### src/design/ftc_pkg.sv
`default_nettype none
package ftc_pkg;

    localparam int COORD_BITS = 32;
    localparam int ANGLE_BITS = 16;

    localparam int PORT_COORD_W = 32;
    localparam int PORT_ANGLE_W = 16;
    localparam int SCALE_W      = 16;
    localparam int SPROD_W      = 2 * SCALE_W;
    localparam int SCALE_FRAC   = 8;

    // Quarter-wave polynomial, Q14 in, Q15 out
    localparam int QUARTER   = 16384;
    localparam int QW_SH     = 14;
    localparam int QW_RND    = 1 << (QW_SH - 1);
    localparam int QW_C1     = 2320;
    localparam int QW_C2     = 21024;
    localparam int QW_C3     = 51472;
    localparam int QX_W      = QW_SH + 1;
    localparam int TRIG_W    = 17;

    localparam int FRAC_BITS = 23;
    localparam int PROD_W    = COORD_BITS + TRIG_W;
    localparam int SUM_W     = PROD_W + 1;
    localparam int LO_W      = SUM_W / 2;
    localparam int HI_W      = SUM_W - LO_W;
    localparam int PLO_W     = SCALE_W + LO_W + 1;
    localparam int PHI_W     = SCALE_W + HI_W;
    localparam int PW        = SUM_W + SCALE_W;
    localparam int RND_W     = PW - FRAC_BITS;
    localparam int RX_W      = RND_W + 1;
    localparam int SAT_W     = RX_W + 1;

    // sincos 4 stages, rotate 5 stages, then the output register
    localparam int SIDE_DEPTH = 9;
    localparam int ROT_TAP    = 3;

    typedef logic signed [COORD_BITS-1:0] t_coord;
    typedef logic signed [TRIG_W-1:0]     t_trig;
    typedef logic signed [SCALE_W-1:0]    t_scale;
    typedef logic signed [RX_W-1:0]       t_rot;

endpackage
`default_nettype wire

### src/design/ftc_sincos.sv
`default_nettype none
module ftc_sincos import ftc_pkg::*; (
    input  wire logic        i_clk,
    input  wire logic [15:0] i_angle,
    output t_trig            o_sin,
    output t_trig            o_cos
);

    logic [15:0]     lane_ang [2];
    logic [QX_W-1:0] n_x      [2];

    logic [QX_W-1:0] r1_x  [2];
    logic [QX_W-1:0] r1_x2 [2];
    logic            r1_neg[2];
    logic [QX_W-1:0] r2_x  [2];
    logic [QX_W-1:0] r2_x2 [2];
    logic [QX_W-1:0] r2_u  [2];
    logic            r2_neg[2];
    logic [QX_W-1:0] r3_x  [2];
    logic [15:0]     r3_w  [2];
    logic            r3_neg[2];
    logic [15:0]     n_p   [2];
    t_trig           n_trig[2];
    t_trig           r_trig[2];

    assign lane_ang[0] = i_angle;
    assign lane_ang[1] = i_angle + 16'(QUARTER);

    // fold odd quadrants onto the rising quarter
    always_comb begin
        for (int l = 0; l < 2; l++) begin
            if (lane_ang[l][14]) begin
                n_x[l] = QX_W'(QUARTER) - {1'b0, lane_ang[l][13:0]};
            end else begin
                n_x[l] = {1'b0, lane_ang[l][13:0]};
            end
            n_p[l]    = 16'((31'(r3_w[l]) * 31'(r3_x[l]) + 31'(QW_RND)) >> QW_SH);
            n_trig[l] = r3_neg[l] ? -t_trig'({1'b0, n_p[l]}) : t_trig'({1'b0, n_p[l]});
        end
    end

    always_ff @(posedge i_clk) begin
        for (int l = 0; l < 2; l++) begin
            r1_x[l]   <= n_x[l];
            r1_neg[l] <= lane_ang[l][15];
            r1_x2[l]  <= QX_W'((30'(n_x[l]) * 30'(n_x[l]) + 30'(QW_RND)) >> QW_SH);

            r2_x[l]   <= r1_x[l];
            r2_x2[l]  <= r1_x2[l];
            r2_neg[l] <= r1_neg[l];
            r2_u[l]   <= QX_W'(QW_C2)
                         - QX_W'((27'(QW_C1) * 27'(r1_x2[l]) + 27'(QW_RND)) >> QW_SH);

            r3_x[l]   <= r2_x[l];
            r3_neg[l] <= r2_neg[l];
            r3_w[l]   <= 16'(QW_C3)
                         - 16'((30'(r2_u[l]) * 30'(r2_x2[l]) + 30'(QW_RND)) >> QW_SH);

            r_trig[l] <= n_trig[l];
        end
    end

    assign o_sin = r_trig[0];
    assign o_cos = r_trig[1];

endmodule
`default_nettype wire

### config.mk
export PLATFORM = sky130hd
export DESIGN_NAME = ftc_sincos
export DESIGN_NICKNAME = d
export VERILOG_FILES = /design/src/design/ftc_pkg.sv /design/src/design/ftc_sincos.sv
export SDC_FILE = /design/constraint.sdc
export NUM_CORES = 2
export LEC_CHECK = 0
export ABC_AREA = 1
export BUFFER_PORTS_ARGS = -buffer_cell sky130_fd_sc_hd__buf_2
export CORE_UTILIZATION = 40
export DETAILED_ROUTE_END_ITERATION = 8
export PLACE_DENSITY_LB_ADDON = 0.2
export SETUP_SLACK_MARGIN = 0.1
export SLEW_MARGIN = 40
export SYNTH_ARGS = -nofsm -noshare
export SYNTH_HDL_FRONTEND = slang
export SYNTH_SLANG_ARGS = --single-unit
export TNS_END_PERCENT = 1
### constraint.sdc
create_clock -name i_clk -period 9.52 [get_ports i_clk]
set_clock_uncertainty 0.05 [all_clocks]
set_input_delay 0.476 -clock i_clk [delete_from_list [all_inputs] [get_ports i_clk]]
set_output_delay 0.476 -clock i_clk [all_outputs]
set_load 0.03 [all_outputs]
# Yosys cells after proc, flatten, opt, wreduce, memory -nomap -nowiden
# Memories as Yosys holds them, arrays and structs flattened.
# Index checks and enable logic that the tools add are counted.
[word_totals]
wordCells = 40
in_bits = 17
ramBits = 252
register_bits = 0
n_memories = 11
[memory_table]
columns = ["memory", "words", "word_bits", "rd", "rd_clocked_by_memory_dff", "write_ports", "line_no", "rtl"]
rows = [
  ["r_trig", 2, 17, 2, 0, 2, "ftc_sincos.sv:24", "t_trig r_trig[2];"],
  ["r3_w", 2, 16, 2, 0, 2, "ftc_sincos.sv:20", "logic [15:0] r3_w [2];"],
  ["r1_x", 2, 15, 2, 0, 2, "ftc_sincos.sv:12", "logic [QX_W-1:0] r1_x [2];"],
  ["r1_x2", 2, 15, 2, 0, 2, "ftc_sincos.sv:13", "logic [QX_W-1:0] r1_x2 [2];"],
  ["r2_u", 2, 15, 2, 0, 2, "ftc_sincos.sv:17", "logic [QX_W-1:0] r2_u [2];"],
  ["r2_x", 2, 15, 2, 0, 2, "ftc_sincos.sv:15", "logic [QX_W-1:0] r2_x [2];"],
  ["+5 memories", "n/a", "n/a", "n/a", "n/a", "n/a", "n/a", ""],
]
[op_classes]
multipliers = 8
muxes = 4
addsub = 17
[ops]
columns = ["cell", "count"]
rows = [
  ["$add A30 B14 Y30 const B", 4],
  ["$mul A15 B15 Y30", 2],
  ["$mul A16 B15 Y30", 2],
  ["$add A29 B14 Y29 const B", 2],
  ["$mul A15 B15 Y29", 2],
  ["$add A27 B14 Y27 const B", 2],
  ["$mul A8 B15 Y23 const A", 2],
  ["$mux W17", 2],
  ["$neg A16 Y17", 2],
  ["$sub A16 B16 Y16 const A", 2],
  ["$mux W15", 2],
  ["$sub A15 B13 Y15 const A", 2],
  ["$sub A15 B14 Y15 const A", 2],
  ["$add A16 B15 Y16 const B", 1],
]

# Longest topological paths before layout
[logic_depth]
word_depth = 5
depth_mapped = 36

# Worst setup path after synthesis
# OpenSTA, ideal clock, no wires.
[synth_timing]
path_type = "input to register"
from = "input port i_angle[0]"
to = "memory r1_x2[0][27] in the netlist's numbering"
t_arrival_ns = 7.088
stages = 32
n_path_buf = 2
setup_slack_ns = 2.258
path_cell_list = "buf_2 inv_2 clkbuf_1 ha_1 nand4_1 nor2_1 nand2_1 nor2_2 nand4_1 or2_1 nand2_1 o21ai_4 inv_2 nor2_1 fa_1 inv_1 fa_1 inv_1 fa_1 fa_1 fa_1 inv_1 fa_1 inv_1 ha_1 nand2_1 nor2_1 nand4_1 o31a_1 o31ai_2 a21oi_1 xor2_1"
[synth_lines]
columns = ["element", "line_no", "rtl"]
rows = [
  ["start, declared", "ftc_sincos.sv:4", "input wire logic [15:0] i_angle,"],
  ["end, declared", "ftc_sincos.sv:13", ""],
]

==> metrics.md <==
| Metric | Value |
|---|---|
| Status | completed |
| Initial antenna violation count | 7 |
| Syn avg cell area | roughly 7.7 sq um |
| Fin nets | 8,871 |
| Crit-path slowest cell | fa_1 |
| Setup repair after global routing missed its margin | no |
| CP endpoint kind | flop |
| Final Util | 0.4277 |
| Synth unique cells | 60 |
| DRT iter0 DRCs | 2,215 |
| Main combinational cell family by area after synthesis | adder cells |
| Hold Buf Count CTS | 0 |
| Worst hold start | i_angle[15] |
| Chip height | roughly 380 um |
| Ys async rst share | 0 |
| Hold path endpoint | r1_neg[0][0]$_DFF_P_ |
| Post-CTS setup buffers | 0 |
| Final Non-Filler Cells | approximately 9,100 |
| Relative slew slack | 0.4049 |
| Via/cell ratio | 4.785 |
| DP Worst Slack | ~1.4 ns |
| Required time worst endpoint | 9.96 ns |
| First-pass GRT wire length | 230,100 um |
| Netlist area before placement | between 50,000 and 60,000 sq um |
| Clk buf depth | 3 |
| GRT Overall Usage | 0.1987 |
| Number of flops mapped to enable cells by yosys | 0 |
| Setup slack, reg-to-reg | between 2 and 3 ns |
| Post-synthesis simple-gate area fraction | 0.1903 |
| Area delta synth->final | 5.667% |
| Reg-to-Reg Start | r3_w[0][26]$_DFF_P_ |
| Syn. warnings | 0 |
| Setup Viol. Count Final | 0 |
| Clock transition at the registers of the reported paths | 0.06 ns |
| Num ports | 51 |
| Worst r2r path cells | 30 |
| # port buffers | 50 |
| Routed Antenna Nets | 0 |
| Core Box Area | 138,000 sq um |
| Worst hold path class | in -> reg |
| Wire length per cell | 14.99 um |
| Root Driver | clkbuf_16 |
| Commonest cells after routing, fill and taps aside | inv_1, nand2_1, fa_1 |
| Final min period | 7.568 ns |
| # DRC | 0 |
| Overall die width | about 380 um |
| Yosys reg bits | 249 |
| Clock sink count | 249 |
| CTS buffer count | 29 |
| Worst Slack Setup Final | 1.952 ns |
| Slew Viols, Final | 0 |
| Vias in the first global route | about 45,000 |
| Post-synthesis compound-gate area fraction | 0.04307 |
| Final GP Congestion | 0.8975 |
| Post-Route WL | between 100,000 and 150,000 um |
| Worst setup SP type | input pin |
| Core Rows | 136 |
| Worst R2R End | r_trig[0][29]$_DFF_P_ |
| Clk_lat worst skew | 0.62 ns |
| Final HPWL DP | 114,900 um |
| Inst Count DP | between 9,000 and 10,000 |
| CP peak stage delay | between 0.5 and 0.6 ns |
| Antenna Diode Count | 0 |
| Post-CTS resize count | 0 |
| Final TNS setup | 0 ns |
| Final period utilization | 0.7950 |
| XOR/XNOR Fraction of Synth Area | 0.02455 |
| Kind of critical path | in -> reg |
| Main flop type after synthesis | dfxtp_1 |
| Post-Synth Adder-Cell Area | 0.5075 |
| Max-cap violation count | 0 |
| Fmax | 132.1 MHz |
| CP arrival | ~8 ns |
| CTS tree | done |
| DIE AREA | between 100,000 and 150,000 sq um |
| Starting Density | 0.4048 |
| CP dominant cell by count | fa_1 |
| WHS Path Cells | 1 |
| Crit-path max FO | 18 |
| Post-synthesis mux area share | 0 |
| Vias | 43,390 |
| Share of cells above drive strength 1 | 0.04095 |
| Synth Instances | about 7,200 |
| Largest net degree at the start of global routing | 36 |
| Final Hold Vio Count | 0 |
| DR pass1 iterations | 5 |
| Commonest non-fill, non-tap cell in the layout | inv_1 |
| Post-synthesis sequential area ratio | 0.08923 |
| Worst-margin pin slew | 0.8914 ns |
| GRT Residual Overflow | 0 |
| H-tree depth reported by CTS | 1 |
## sequential cells by signal, summed over array words and instances (netlist names)
register / count
r1_x2: 30
r3_neg: 2
r3_w: 32
r2_u: 30
r2_x2: 30
r_trig: 34
r2_x: 29
r1_neg: 2
r3_x: 29
r2_neg: 2
r1_x: 29
## cell type report
| cell class | instances | area [sq um] |
|---|---|---|
| inverter | 1989 | 7466 |
| sequential | 249 | 4989 |
| timing repair buffer | 72 | 415.4 |
| fill | 14220 | 78970 |
| clock inverter | 21 | 239.0 |
| multi-input combinational | 4840 | 42840 |
| clock buffer | 33 | 750.7 |
| tap | 1863 | 2331 |
## cell usage after synthesis (34+ instances only)
cell | n | area (sq um)
nor3_1 | 51 | 255.2
nand2_1 | 1814 | 6809
clkbuf_1 | 155 | 581.8
nand2_2 | 46 | 287.8
inv_2 | 34 | 127.6
nand4_1 | 39 | 244.0
nor2_1 | 344 | 1291
xor2_1 | 96 | 840.8
a21oi_1 | 191 | 955.9
fa_1 | 988 | 19780
xnor2_1 | 50 | 437.9
o21ai_0 | 93 | 465.5
dfxtp_1 | 249 | 4985
ha_1 | 685 | 8571
nand3_1 | 201 | 1006
inv_1 | 1951 | 7323
## through the flow
step	hold WS (ns)	area, sq um
4_1_cts	0.05451	59020
6_report	0.09768	59030
3_5_place_dp	0.2621	58030
3_3_place_gp	0.2624	58030
5_1_grt	0.06452	59030
2_1_floorplan	0.2596	55930
## worst max-delay path, delay by kind of cell
family	cells	cell delay, ns
compound gates	3	0.91
buf+inv	7	1.26
xor+xnor	2	0.35
simple gates	10	1.36
fa+ha+maj	8	3.63
## how the worst max path moves through the flow
stage / startpoint / to / slack [ns] / cells past startpoint
2_1_floorplan: i_angle[0] / r1_x2[0][27]$_DFF_P_ / 2.26 / 32
6_report: i_angle[0] / r1_x2[0][27]$_DFF_P_ / 1.95 / 30
5_1_grt: i_angle[0] / r1_x2[0][27]$_DFF_P_ / 1.50 / 31
3_3_place_gp: i_angle[0] / r1_x2[0][27]$_DFF_P_ / 1.60 / 31
4_1_cts: i_angle[0] / r1_x2[0][27]$_DFF_P_ / 2.07 / 30
3_5_place_dp: i_angle[0] / r1_x2[0][27]$_DFF_P_ / 1.44 / 30
## cells by family after synthesis
group           Yosys count
simple gates           2587
flops                   249
other cells               2
buf+inv                2157
compound gates          409
xor+xnor                151
fa+ha+maj              1673
## routing by layer
layer | GRT usage | share of wire | vias to the layer above
li1 | - | - | 21060
met1 | 0.2785 | 0.47 | 21260
met2 | 0.3344 | 0.46 | 934
met3 | 0.01985 | 0.051 | 122
met4 | 0.03435 | 0.013 | 6
met5 | 0 | 0.00029 | -
Power is not shown: default switching activity piles up to over one toggle a cycle in this logic, so the estimate is an artifact.
